$ cat config.mk
export PLATFORM = sky130hd
export DESIGN_NAME = modbus_rtu_response_delimiter_unit_flat
export DESIGN_NICKNAME = d
export VERILOG_FILES = /design/src/rtl/mrrd_pkg.sv /design/src/rtl/mrrd_in_if.sv /design/src/rtl/mrrd_out_if.sv /design/src/rtl/mrrd_core.sv /design/src/rtl/modbus_rtu_response_delimiter_unit.sv /design/src/flat_wrapper.sv
export SDC_FILE = /design/constraint.sdc
export NUM_CORES = 1
export LEC_CHECK = 0
export ABC_AREA = 1
export BUFFER_PORTS_ARGS = -buffer_cell sky130_fd_sc_hd__buf_2
export CORE_UTILIZATION = 25
export DETAILED_ROUTE_END_ITERATION = 16
export MAX_ROUTING_LAYER = met4
export PLACE_DENSITY = 0.42
export SETUP_SLACK_MARGIN = 0.5
export SYNTH_ARGS = -nofsm -noshare
export SYNTH_HDL_FRONTEND = slang
export SYNTH_SLANG_ARGS = --single-unit
export TNS_END_PERCENT = 20
$ cat constraint.sdc
create_clock -name clk -period 4.39 [get_ports clk]
set_clock_uncertainty 0.05 [all_clocks]
set_input_delay 0.2195 -clock clk [delete_from_list [all_inputs] [get_ports clk]]
set_output_delay 0.2195 -clock clk [all_outputs]
set_load 0.02 [all_outputs]
$ cat src/rtl/mrrd_pkg.sv
package mrrd_pkg;

  localparam int unsigned MaxFrame = 512;
  localparam int unsigned LenW     = 10;
  localparam int unsigned CntW     = $clog2(MaxFrame + 1);
  localparam int unsigned ExpW     = 9;
  localparam int unsigned CmpW     = 11;
  localparam int unsigned TmoW     = 16;
  localparam int unsigned GapW     = 7;
  localparam int unsigned CfgIdxW  = 1;
  localparam int unsigned CfgDataW = TmoW;

  localparam logic [1:0] KindStart = 2'd0;
  localparam logic [1:0] KindByte  = 2'd1;
  localparam logic [1:0] KindTick  = 2'd2;

  localparam logic [CfgIdxW-1:0] CfgTimeout = 1'b0;
  localparam logic [CfgIdxW-1:0] CfgGap     = 1'b1;

  localparam logic [TmoW-1:0] TimeoutReset = 16'd1000;
  localparam logic [GapW-1:0] GapReset     = 7'd5;
  localparam logic [GapW-1:0] GapMin       = 7'd5;
  localparam logic [GapW-1:0] GapMax       = 7'd100;

  localparam logic [7:0] FcWriteMulti = 8'h10;
  localparam logic [7:0] FcReadHold   = 8'h03;
  localparam logic [7:0] FcReadInput  = 8'h04;

  localparam logic [ExpW-1:0] ExcLength   = 9'd5;
  localparam logic [ExpW-1:0] WrMulLength = 9'd8;
  localparam logic [ExpW-1:0] RdHdrLength = 9'd5;

  typedef enum logic [1:0] {
    CauseLength   = 2'd0,
    CauseSilence  = 2'd1,
    CauseNoResp   = 2'd2,
    CauseOverflow = 2'd3
  } cause_t;

  typedef struct packed {
    logic [7:0]      byte_out;
    logic            byte_valid;
    logic            frame_end;
    cause_t          end_cause;
    logic [LenW-1:0] frame_length;
  } result_t;

  typedef struct packed {
    logic       take;
    logic [1:0] kind;
    logic [7:0] rx_byte;
  } step_t;

  typedef struct packed {
    logic    valid;
    result_t data;
  } step_res_t;

endpackage

$ cat src/rtl/mrrd_in_if.sv
interface mrrd_in_if;
  logic       valid;
  logic       ready;
  logic [1:0] kind;
  logic [7:0] rx_byte;

  modport source (output valid, output kind, output rx_byte, input ready);
  modport sink   (input valid, input kind, input rx_byte, output ready);
endinterface

$ cat src/rtl/mrrd_out_if.sv
interface mrrd_out_if;
  logic       valid;
  logic       ready;
  logic [7:0] byte_out;
  logic       byte_valid;
  logic       frame_end;
  logic [1:0] end_cause;
  logic [9:0] frame_length;

  modport source (output valid, output byte_out, output byte_valid, output frame_end,
                  output end_cause, output frame_length, input ready);
  modport sink   (input valid, input byte_out, input byte_valid, input frame_end,
                  input end_cause, input frame_length, output ready);
endinterface

$ cat src/rtl/mrrd_core.sv
module mrrd_core (
  input  logic                          clk,
  input  logic                          rst_n,
  input  mrrd_pkg::step_t               step,
  input  logic [mrrd_pkg::TmoW-1:0]     timeout_cfg,
  input  logic [mrrd_pkg::GapW-1:0]     gap_cfg,
  output mrrd_pkg::step_res_t           res
);

  logic                          waiting_r, waiting_nxt;
  logic [mrrd_pkg::CntW-1:0]     bytes_r, bytes_nxt;
  logic [7:0]                    fc_r, fc_nxt;
  logic [7:0]                    dc_r, dc_nxt;
  logic [mrrd_pkg::TmoW-1:0]     total_r, total_nxt;
  logic [mrrd_pkg::GapW-1:0]     silence_r, silence_nxt;

  logic [mrrd_pkg::CntW-1:0]     bytes_inc;
  logic [7:0]                    fc_byte, dc_byte;
  logic [mrrd_pkg::ExpW-1:0]     exp_cur, exp_byte;
  logic [mrrd_pkg::TmoW-1:0]     limit, total_inc;
  logic [mrrd_pkg::GapW-1:0]     gap, silence_inc;
  logic                          len_hit, ovf_hit, tmo_hit, sil_run, sil_hit;

  function automatic logic [mrrd_pkg::ExpW-1:0] expected_len(
    input logic [mrrd_pkg::CntW-1:0] seen,
    input logic [7:0]                fc,
    input logic [7:0]                dc
  );
    logic [mrrd_pkg::ExpW-1:0] len;
    len = '0;
    if (mrrd_pkg::CmpW'(seen) >= mrrd_pkg::CmpW'(2)) begin
      if (fc[7]) begin
        len = mrrd_pkg::ExcLength;
      end else if (fc == mrrd_pkg::FcWriteMulti) begin
        len = mrrd_pkg::WrMulLength;
      end else if ((fc == mrrd_pkg::FcReadHold || fc == mrrd_pkg::FcReadInput) &&
                   mrrd_pkg::CmpW'(seen) >= mrrd_pkg::CmpW'(3)) begin
        len = mrrd_pkg::ExpW'(dc) + mrrd_pkg::RdHdrLength;
      end
    end
    return len;
  endfunction

  always_comb begin
    bytes_inc = bytes_r + mrrd_pkg::CntW'(1);
    fc_byte   = (mrrd_pkg::CmpW'(bytes_r) == mrrd_pkg::CmpW'(1)) ? step.rx_byte : fc_r;
    dc_byte   = (mrrd_pkg::CmpW'(bytes_r) == mrrd_pkg::CmpW'(2)) ? step.rx_byte : dc_r;
    exp_cur   = expected_len(bytes_r, fc_r, dc_r);
    exp_byte  = expected_len(bytes_inc, fc_byte, dc_byte);
    len_hit   = (exp_byte != '0) &&
                (mrrd_pkg::CmpW'(bytes_inc) >= mrrd_pkg::CmpW'(exp_byte));
    ovf_hit   = mrrd_pkg::CmpW'(bytes_inc) >= mrrd_pkg::CmpW'(mrrd_pkg::MaxFrame);

    limit     = (timeout_cfg == '0) ? mrrd_pkg::TmoW'(1) : timeout_cfg;
    gap       = (gap_cfg < mrrd_pkg::GapMin) ? mrrd_pkg::GapMin :
                (gap_cfg > mrrd_pkg::GapMax) ? mrrd_pkg::GapMax : gap_cfg;
    total_inc = (total_r == '1) ? total_r : total_r + mrrd_pkg::TmoW'(1);
    tmo_hit   = total_inc >= limit;
    sil_run   = (bytes_r != '0) && (exp_cur == '0);
    silence_inc = (silence_r == '1) ? silence_r : silence_r + mrrd_pkg::GapW'(1);
    sil_hit   = sil_run && (silence_inc >= gap);
  end

  always_comb begin
    waiting_nxt = waiting_r;
    bytes_nxt   = bytes_r;
    fc_nxt      = fc_r;
    dc_nxt      = dc_r;
    total_nxt   = total_r;
    silence_nxt = silence_r;
    if (step.take) begin
      if (step.kind == mrrd_pkg::KindStart) begin
        waiting_nxt = 1'b1;
        bytes_nxt   = '0;
        fc_nxt      = '0;
        dc_nxt      = '0;
        total_nxt   = '0;
        silence_nxt = '0;
      end else if (waiting_r && step.kind == mrrd_pkg::KindByte) begin
        bytes_nxt   = bytes_inc;
        fc_nxt      = fc_byte;
        dc_nxt      = dc_byte;
        silence_nxt = '0;
        if (len_hit || ovf_hit) begin
          waiting_nxt = 1'b0;
        end
      end else if (waiting_r && step.kind == mrrd_pkg::KindTick) begin
        total_nxt = total_inc;
        if (sil_run) begin
          silence_nxt = silence_inc;
        end
        if (tmo_hit || sil_hit) begin
          waiting_nxt = 1'b0;
        end
      end
    end
  end

  always_comb begin
    res.valid                   = 1'b0;
    res.data.byte_out           = '0;
    res.data.byte_valid         = 1'b0;
    res.data.frame_end          = 1'b0;
    res.data.end_cause          = mrrd_pkg::CauseLength;
    res.data.frame_length       = mrrd_pkg::LenW'(bytes_nxt);
    if (step.take && waiting_r) begin
      if (step.kind == mrrd_pkg::KindByte) begin
        res.valid               = 1'b1;
        res.data.byte_out       = step.rx_byte;
        res.data.byte_valid     = 1'b1;
        res.data.frame_end      = len_hit || ovf_hit;
        res.data.end_cause      = len_hit ? mrrd_pkg::CauseLength :
                                  ovf_hit ? mrrd_pkg::CauseOverflow : mrrd_pkg::CauseLength;
      end else if (step.kind == mrrd_pkg::KindTick && (tmo_hit || sil_hit)) begin
        res.valid               = 1'b1;
        res.data.frame_end      = 1'b1;
        res.data.end_cause      = (bytes_r == '0) ? mrrd_pkg::CauseNoResp :
                                                    mrrd_pkg::CauseSilence;
      end
    end
  end

  always_ff @(posedge clk) begin
    if (!rst_n) begin
      waiting_r <= 1'b0;
      bytes_r   <= '0;
      fc_r      <= '0;
      dc_r      <= '0;
      total_r   <= '0;
      silence_r <= '0;
    end else begin
      waiting_r <= waiting_nxt;
      bytes_r   <= bytes_nxt;
      fc_r      <= fc_nxt;
      dc_r      <= dc_nxt;
      total_r   <= total_nxt;
      silence_r <= silence_nxt;
    end
  end

  a_start_clears: assert property (@(posedge clk) disable iff (!rst_n)
    step.take && step.kind == mrrd_pkg::KindStart |=> waiting_r && bytes_r == '0)
    else $error("start did not arm a clean frame");

  a_count_bound: assert property (@(posedge clk) disable iff (!rst_n)
    mrrd_pkg::CmpW'(bytes_r) <= mrrd_pkg::CmpW'(mrrd_pkg::MaxFrame))
    else $error("byte count beyond frame limit");

  a_end_disarms: assert property (@(posedge clk) disable iff (!rst_n)
    res.valid && res.data.frame_end |=> !waiting_r)
    else $error("frame end left the block armed");

  a_res_armed: assert property (@(posedge clk) disable iff (!rst_n)
    res.valid |-> step.take && waiting_r)
    else $error("result while idle");

endmodule

$ cat src/rtl/modbus_rtu_response_delimiter_unit.sv
// channel | dir | handshake     | payload
// in_ch   | in  | valid/ready   | kind[1:0], rx_byte[7:0]
// out_ch  | out | valid/ready   | byte_out, byte_valid, frame_end, end_cause, frame_length
// cfg     | in  | cfg_we        | cfg_idx (0 timeout, 1 gap), cfg_wdata[15:0]
//
// One item per cycle while in_ch.ready is high; its result is in the output register on the next cycle.
// The frame state updates in the accept cycle; the output register holds one result.
// in_ch.ready drops only while a result waits and out_ch.ready is low.
// Synchronous active-low reset clears the frame state and the output valid.
// Reset loads timeout 1000 and gap 5.
module modbus_rtu_response_delimiter_unit (
  input  logic                              clk,
  input  logic                              rst_n,
  mrrd_in_if.sink                           in_ch,
  mrrd_out_if.source                        out_ch,
  input  logic                              cfg_we,
  input  logic [mrrd_pkg::CfgIdxW-1:0]      cfg_idx,
  input  logic [mrrd_pkg::CfgDataW-1:0]     cfg_wdata
);

  logic [mrrd_pkg::TmoW-1:0] timeout_r;
  logic [mrrd_pkg::GapW-1:0] gap_r;
  logic                      out_valid_r, out_valid_nxt;
  mrrd_pkg::result_t         out_data_r;
  mrrd_pkg::step_t           step;
  mrrd_pkg::step_res_t       res;

  assign in_ch.ready  = !out_valid_r || out_ch.ready;
  assign step.take    = in_ch.valid && in_ch.ready;
  assign step.kind    = in_ch.kind;
  assign step.rx_byte = in_ch.rx_byte;

  mrrd_core u_core (
    .clk         (clk),
    .rst_n       (rst_n),
    .step        (step),
    .timeout_cfg (timeout_r),
    .gap_cfg     (gap_r),
    .res         (res)
  );

  always_comb begin
    out_valid_nxt = out_valid_r;
    if (res.valid) begin
      out_valid_nxt = 1'b1;
    end else if (out_ch.ready) begin
      out_valid_nxt = 1'b0;
    end
  end

  always_ff @(posedge clk) begin
    if (!rst_n) begin
      out_valid_r <= 1'b0;
      timeout_r   <= mrrd_pkg::TimeoutReset;
      gap_r       <= mrrd_pkg::GapReset;
    end else begin
      out_valid_r <= out_valid_nxt;
      if (cfg_we && cfg_idx == mrrd_pkg::CfgTimeout) begin
        timeout_r <= cfg_wdata[mrrd_pkg::TmoW-1:0];
      end
      if (cfg_we && cfg_idx == mrrd_pkg::CfgGap) begin
        gap_r <= cfg_wdata[mrrd_pkg::GapW-1:0];
      end
    end
  end

  always_ff @(posedge clk) begin
    if (res.valid) begin
      out_data_r <= res.data;
    end
  end

  assign out_ch.valid        = out_valid_r;
  assign out_ch.byte_out     = out_data_r.byte_out;
  assign out_ch.byte_valid   = out_data_r.byte_valid;
  assign out_ch.frame_end    = out_data_r.frame_end;
  assign out_ch.end_cause    = out_data_r.end_cause;
  assign out_ch.frame_length = out_data_r.frame_length;

  a_stall_blocks: assert property (@(posedge clk) disable iff (!rst_n)
    out_valid_r && !out_ch.ready |-> !in_ch.ready)
    else $error("input taken while result register is full");

  a_result_lands: assert property (@(posedge clk) disable iff (!rst_n)
    res.valid |=> out_valid_r)
    else $error("result not registered");

  a_drain: assert property (@(posedge clk) disable iff (!rst_n)
    out_valid_r && out_ch.ready && !res.valid |=> !out_valid_r)
    else $error("transfer not retired");

endmodule

$ cat src/flat_wrapper.sv
// flat-port wrapper written by rule: the top's interface ports become plain ports
module modbus_rtu_response_delimiter_unit_flat 
  (clk, rst_n, cfg_we, cfg_idx, cfg_wdata, in_ch_valid, in_ch_kind, in_ch_rx_byte, in_ch_ready, out_ch_valid, out_ch_byte_out, out_ch_byte_valid, out_ch_frame_end, out_ch_end_cause, out_ch_frame_length, out_ch_ready);
  mrrd_in_if in_ch_i ();
  mrrd_out_if out_ch_i ();
  input  logic clk;
  input  logic rst_n;
  input  logic cfg_we;
  input  logic [mrrd_pkg::CfgIdxW-1:0] cfg_idx;
  input  logic [mrrd_pkg::CfgDataW-1:0] cfg_wdata;
  input wire logic [$bits(in_ch_i.valid)-1:0] in_ch_valid;
  input wire logic [$bits(in_ch_i.kind)-1:0] in_ch_kind;
  input wire logic [$bits(in_ch_i.rx_byte)-1:0] in_ch_rx_byte;
  output wire logic [$bits(in_ch_i.ready)-1:0] in_ch_ready;
  output wire logic [$bits(out_ch_i.valid)-1:0] out_ch_valid;
  output wire logic [$bits(out_ch_i.byte_out)-1:0] out_ch_byte_out;
  output wire logic [$bits(out_ch_i.byte_valid)-1:0] out_ch_byte_valid;
  output wire logic [$bits(out_ch_i.frame_end)-1:0] out_ch_frame_end;
  output wire logic [$bits(out_ch_i.end_cause)-1:0] out_ch_end_cause;
  output wire logic [$bits(out_ch_i.frame_length)-1:0] out_ch_frame_length;
  input wire logic [$bits(out_ch_i.ready)-1:0] out_ch_ready;
  assign in_ch_i.valid = in_ch_valid;
  assign in_ch_i.kind = in_ch_kind;
  assign in_ch_i.rx_byte = in_ch_rx_byte;
  assign in_ch_ready = in_ch_i.ready;
  assign out_ch_valid = out_ch_i.valid;
  assign out_ch_byte_out = out_ch_i.byte_out;
  assign out_ch_byte_valid = out_ch_i.byte_valid;
  assign out_ch_frame_end = out_ch_i.frame_end;
  assign out_ch_end_cause = out_ch_i.end_cause;
  assign out_ch_frame_length = out_ch_i.frame_length;
  assign out_ch_i.ready = out_ch_ready;
  modbus_rtu_response_delimiter_unit u_core (.clk(clk), .rst_n(rst_n), .in_ch(in_ch_i), .out_ch(out_ch_i), .cfg_we(cfg_we), .cfg_idx(cfg_idx), .cfg_wdata(cfg_wdata));
endmodule
After elaboration in Yosys (flattened, before gate mapping)
Index checks and enable logic that the tools add are counted.

cells by class
  add/subtract/negate cells = 5
  multiply operators = 0
  divide/modulo/power cells = 0
  $lt $le $gt $ge = 10
  equal/unequal tests = 14
  shifts and indexed selects = 0
  muxes and demuxes = 45
  bitwise operators = 1
  reductions and logical operators = 35

operators with widths
  operator               number
  $mux 9                 9
  $mux 16                5
  $mux 7                 7
  $mux 8                 6
  $ge 10x2->1 const B    4
  $mux 10                3
  $add 8x3->9 const B    2
  $add 16x1->16 const B  1
  $eq 16x16->1 const B   1
  $eq 8x2->1 const B     2
  $eq 8x3->1 const B     2
  $eq 8x5->1 const B     2
  $ge 16x16->1           1
  $logic_not 16->1       1
  $mux 13                1
  $logic_and 1x1->1      12
  $add 10x1->10 const B  1
  $eq 10x1->1 const B    1
  $eq 10x2->1 const B    1
  $ge 10x10->1 const B   1
  $ge 10x9->1            1
  $logic_not 10->1       1
  $reduce_bool 10->1     1
  $logic_not 9->1        1
  22 further kinds       43

word-level totals
  register bits = 96
  bits in latches = 0
  memory bits (writable) = 0
  memory bits (read-only) = 0
  bits of input ports = 32
  output and inout port bits = 24
  word-level logic and storage cells = 124
  memories = 0

Longest topological paths before layout
  depth after elaboration = 16
  depth in mapped cells = 26
  depth with buffers taken out = 25

By module
A second synthesis with hierarchy kept.

second synthesis, totals
  cell total of the unflattened synthesis = 893
  area total of the unflattened synthesis = 6218.5 sq um

by module, submodules not included
  module                              instances  cells an instance  area each (sq um)  seq. area each (sq um)
  mrrd_core                           1          742                4619.4             1001.0
  modbus_rtu_response_delimiter_unit  1          151                1599.0             1141.1

Worst setup path after synthesis
No wires, ideal clock.

  kind = reg-to-reg
  start = reg u_core.u_core.total_r[0] in the netlist's numbering
  end = reg u_core.out_data_r (netlist bit u_core.out_ch.frame_end) (data pin)
  setup time = 0.258 ns
  arrival time = 3.466 ns
  data required time = 4.082 ns
  path slack = 0.616 ns
  stages on the path, launching flop included = 22
  path buffers = 0
  period minus slack after synthesis = 3.774 ns
  cells stage by stage = dfxtp_1 -> ha_1 -> nand4_1 -> nor4_1 -> nand2_1 -> inv_1 -> nand2_1 -> inv_1 -> nor3_1 -> a21oi_1 -> ha_1 -> a21oi_1 -> o21ai_0 -> nand2_1 -> o211ai_1 -> nand2_1 -> o2111ai_1 -> a31oi_1 -> nand2_1 -> nand2_1 -> nand2_1 -> and2_1

on the way
  cells in the longest elaborated chain, start to end = 7
  elaborated cells on any way between the ends = 8
  classes of those cells = add/sub: 1; order compare: 1; eq/ne: 1; mux: 3; reduce/logical: 2

ends and longest elaborated chain
  what                                                  line                                      RTL
  start: declaration                                    mrrd_core.sv:14                           logic [mrrd_pkg::TmoW-1:0] total_r, total_nxt;
  start signal: assignment                              mrrd_core.sv:136                          total_r <= total_nxt;
  $add 16x1->16 / $eq 16x16->1 (equally long branches)  mrrd_core.sv:57                           total_inc = (total_r == '1) ? total_r : total_r + mrrd_pkg::TmoW'(1);
  $mux 16 (*)                                           mrrd_core.sv:57
  $ge 16x16->1 (*)                                      mrrd_core.sv:58                           tmo_hit = total_inc >= limit;
  $logic_or 1x1->1 (*)                                  mrrd_core.sv:114                          end else if (step.kind == mrrd_pkg::KindTick && (tmo_hit || sil_hit)) begin
  $logic_and 1x1->1 (*)                                 mrrd_core.sv:114
  $mux 3 (*)                                            mrrd_core.sv:114
  $mux 3 (*)                                            mrrd_core.sv:107                          if (step.kind == mrrd_pkg::KindByte) begin
  end signal: assignment                                modbus_rtu_response_delimiter_unit.sv:69  out_data_r <= res.data;
  end: declaration                                      modbus_rtu_response_delimiter_unit.sv:24  mrrd_pkg::result_t out_data_r;

Every way passes the cells marked *; elsewhere a longest branch is shown, timed or not.
A chain may end at the register's enable or synchronous reset.

Final worst setup path
  start = reg u_core.u_core.bytes_r[1] in the netlist's numbering
  end = reg u_core.out_data_r (netlist bit u_core.out_ch.frame_end) (data pin)

on the way
  cells in the longest elaborated chain, start to end = 13
  elaborated cells on any way between the ends = 37
  classes of those cells = add/sub: 2; order compare: 6; eq/ne: 5; mux: 12; reduce/logical: 12

ends and longest elaborated chain
  what                                                    line              RTL
  start: declaration                                      mrrd_core.sv:11   logic [mrrd_pkg::CntW-1:0] bytes_r, bytes_nxt;
  start signal: assignment                                mrrd_core.sv:133  bytes_r <= bytes_nxt;
  branches (longest 12 deep; another with $add 10x1->10)  n/a
  $mux 3 (*)                                              mrrd_core.sv:107

Mark *: on every way between the ends.

==> impl_metrics.tcl <==
set metrics [dict create \
    vias 5540 \
    synth_fa_ha_area_share_pct 8.55 \
    wirelength_um 16700 \
    worstReg2RegEnd "u_core.out_ch.frame_end" \
    synth_mux_area_share_pct 0 \
    clockBufferDepth 2 \
    syn_area_sq_um 6000 \
    avgSynthCellArea_sq_um 7.00 \
    coreArea_sq_um 23500 \
    grt_pass1_vias 5256 \
    cp_cell_sequence "inv_2, ha_4, nand2_4, nor2_8, buf_4, nand2_1, o21ai_2, nand2_2, nor2_4, nand2_1, nand2_1, nand3b_1, a21oi_2, inv_1, ha_1, a21oi_2, nor2_1, a211oi_2, nor2_1, nor4_1, o311ai_1, nand2_1, nand3_2, and2_1" \
    grt_overflow 0 \
    stdcell_area_sq_um 7230 \
    ys.flop_type "dfxtp_1" \
    start_util_pct 25.5 \
    p_leak_uw 0.00315 \
    ir_worst_vdd_mv 0.160 \
    grt_max_degree 28 \
    synth_top_cell_by_area "dfxtp_1" \
    synthTopCellsByArea "dfxtp_1 25%, nand2_1 15%, edfxtp_1 11%" \
    ys_warn_count 0 \
    grt_pass1_wl_um 27000 \
    drive_above_1_share_pct 16.9 \
    syn_to_final_growth_pct 20.4 \
    die_h_um 157 \
    r2r_setup_slack_ns 0.73 \
    gp_congestion 0.812 \
    hold_viol 0 \
    drc_errors 0 \
    firstDrtPassIters 4 \
    cts_hold_buf 0 \
    antennaDiodeCount 0 \
    postRouteAntennaNets 0 \
    synth_xor_area_share_pct 1.90 \
    placementRows 56 \
    tightest_slew_ns 0.898 \
    fmax_ghz 0.273 \
    detail_route.wl_per_cell_um 13.4 \
    synth-compound-area-share_pct 13.4 \
    relSlewSlack_pct 39.9 \
    netlist-cell-type-count 46 \
    grt_use_total_pct 14.5 \
    arrival_ns 3.71 \
    hold_start "cfg_wdata[9]" \
    worst-r2r-cell-count 24 \
    tritoncts "yes" \
    slowest_delay_ns 0.37 \
    ios 56 \
    slowest_stage "dfxtp_4" \
    setup_viol 0 \
    seq_area_frac_synth_pct 35.7 \
    end_kind "register" \
    cts-root-buf "clkbuf_16" \
    clkTransAtPathRegs_ns 0.07 \
    die_w_um 157 \
    synth_edf_count 22 \
    antenna_found_initial 0 \
    hold_path_depth 3 \
    crit_start "u_core.u_core.bytes_r[1]" \
    grt_setup_unrepaired "yes" \
    drt_iter0_drc 222 \
    maxCapViolCount 0 \
    nets 998 \
    avgViaCountPerCell 4.44 \
    synth_fp_nets 931 \
    async_flop_share_pct 0 \
    outcome "complete, no violations" \
    postSynthCellCount 858 \
    powerDensity_nw_per_um2 263 \
    cp_common_cell "nand2_1" \
    path_class "register to register" \
    hold_end "u_core.timeout_r[9]" \
    placedInstanceArea_sq_um 6640 \
    hold_path.class "input pin to register" \
    synth_top_family_by_area "simple AND/OR/NAND/NOR gates" \
    crit_fanout 8 \
    critPathRequiredTime_ns 4.44 \
    numCtsBuffers 9 \
    dieArea_sq_um 24600 \
    synth_top_cell_area_share_pct 24.7 \
    dp_hpwl_um 12600 \
    clock_latency_ns 0.35 \
    clock_sinks 96 \
    setup_tns_ns 0 \
    cts_max_level 3 \
    drv_slew 0 \
    r2r_start "u_core.u_core.bytes_r[1]" \
    synth_seq_cells 96 \
    io_buffers 55 \
    synth-simple-area-share_pct 31.5 \
    final.min_clock_period_ns 3.66 \
    final.period_utilization_pct 83.3 \
    startpoint_type "register" \
]
==> timing repair <==
action,in CTS,in global routing
endpoints found under the setup margin,2,26
setup buffers,2,9
gates cloned,0,2
pin swaps,1,9
gates resized for setup,5,41
==> layout by cell type, fill, tap and decap left out, types with 2 or more instances in the layout <==
cell / instances
nor2_4: 8
dfxtp_1: 66
a21oi_2: 2
nand2_4: 4
o21ai_0: 29
xnor2_1: 5
a21oi_1: 71
nand4_1: 15
nor2_2: 7
dfxtp_2: 6
clkinvlp_4: 3
ha_1: 39
nand2_2: 10
clkinv_1: 2
clkbuf_16: 10
o21ai_1: 5
buf_6: 2
o21ai_2: 8
xor2_1: 8
nand3_1: 39
nand3_2: 5
nor3_1: 15
buf_2: 55
nand2_1: 241
or2_2: 2
o21bai_1: 2
o22ai_1: 5
inv_1: 113
bufinv_16: 2
edfxtp_1: 22
nor2_1: 66
o211ai_1: 9
dfxtp_4: 2
inv_2: 3
buf_4: 16
buf_12: 2
nor4_1: 8
==> flip-flops by register name (all words and copies together) (netlist names) <==
signal,flops
u_core.out_ch.byte_out,8
u_core.out_ch.end_cause,2
u_core.u_core.bytes_r,10
u_core.u_core.silence_r,7
u_core.u_core.dc_r,8
u_core.out_ch.valid,1
u_core.u_core.waiting_r,1
u_core.u_core.total_r,16
u_core.u_core.fc_r,8
u_core.timeout_r,16
u_core.out_ch.byte_valid,1
u_core.gap_r,7
u_core.out_ch.frame_length,10
u_core.out_ch.frame_end,1
==> layout make-up <==
type                    count  area, sq um
multi-input cells         624         3430
clock inverters             6         83.8
flip-flops and latches     96         2160
repair buffers             76          483
inverters                 118          447
clock buffers              10          229
fillers                  2619        16300
well taps                 319          399
==> worst max path at each step <==
stage	end	slack (ns)	cells past startpoint
2_1_floorplan	u_core.out_ch.frame_end	0.62	21
3_3_place_gp	u_core.out_ch.frame_end	0.27	24
4_1_cts	u_core.out_ch.frame_end	0.51	24
5_1_grt	u_core.out_ch.frame_end	0.48	24
6_report	u_core.out_ch.frame_end	0.73	24
3_5_place_dp	u_core.out_ch.frame_end	0.28	23
==> routing by layer <==
metal / routed length [um] / up-vias / track usage, % / share of wire, %
met3: 438 / 14 / 2.51 / 2.6
met5: 0 / - / - / 0
li1: - / 2953 / - / -
met1: 8290 / 2489 / 18.6 / 50
met4: 174 / 0 / 3.55 / 1.0
met2: 7830 / 84 / 23.6 / 47
==> critical path, delay by kind of cell (launching register included) <==
family,cells,cell delay (ns)
AO/OA/AOI/OAI,5,0.69
adder cells (fa/ha/maj),2,0.47
AND/OR/NAND/NOR,14,1.56
flip-flops,1,0.37
buffers and inverters,3,0.30
==> synth_stat cells, types with 11 or more instances <==
cell type,count
o21ai_0,31
nand4_1,15
ha_1,41
dfxtp_1,74
edfxtp_1,22
nor3_1,16
a21oi_1,73
nand2_2,11
nor2_1,70
clkbuf_1,16
nand3_1,40
nand2_1,244
inv_1,116
==> power by group <==
part	total (uW)	switching [uW]	internal, uW
sequential	924	10.0	914
combinational	132	86.9	45.1
clock	849	352	497
==> stage by stage <==
stage	power [uW]	setup slack (ns)	util, %	hold WS, ns	instances
2_1_floorplan	1020	0.616	-	0.283	858
3_3_place_gp	1080	0.269	28.2	0.396	1220
3_5_place_dp	1070	0.283	28.2	0.394	1220
4_1_cts	1940	0.508	29.6	0.0268	1238
5_1_grt	1990	0.477	30.7	0.0319	1249
6_report	1900	0.731	30.7	0.0392	1249
==> cells by family after synthesis <==
group / Yosys count
AND/OR/NAND/NOR: 428
adder cells (fa/ha/maj): 41
flip-flops: 96
AO/OA/AOI/OAI: 142
buffers and inverters: 138
XOR/XNOR: 13
(Power assumes the default switching activity.)
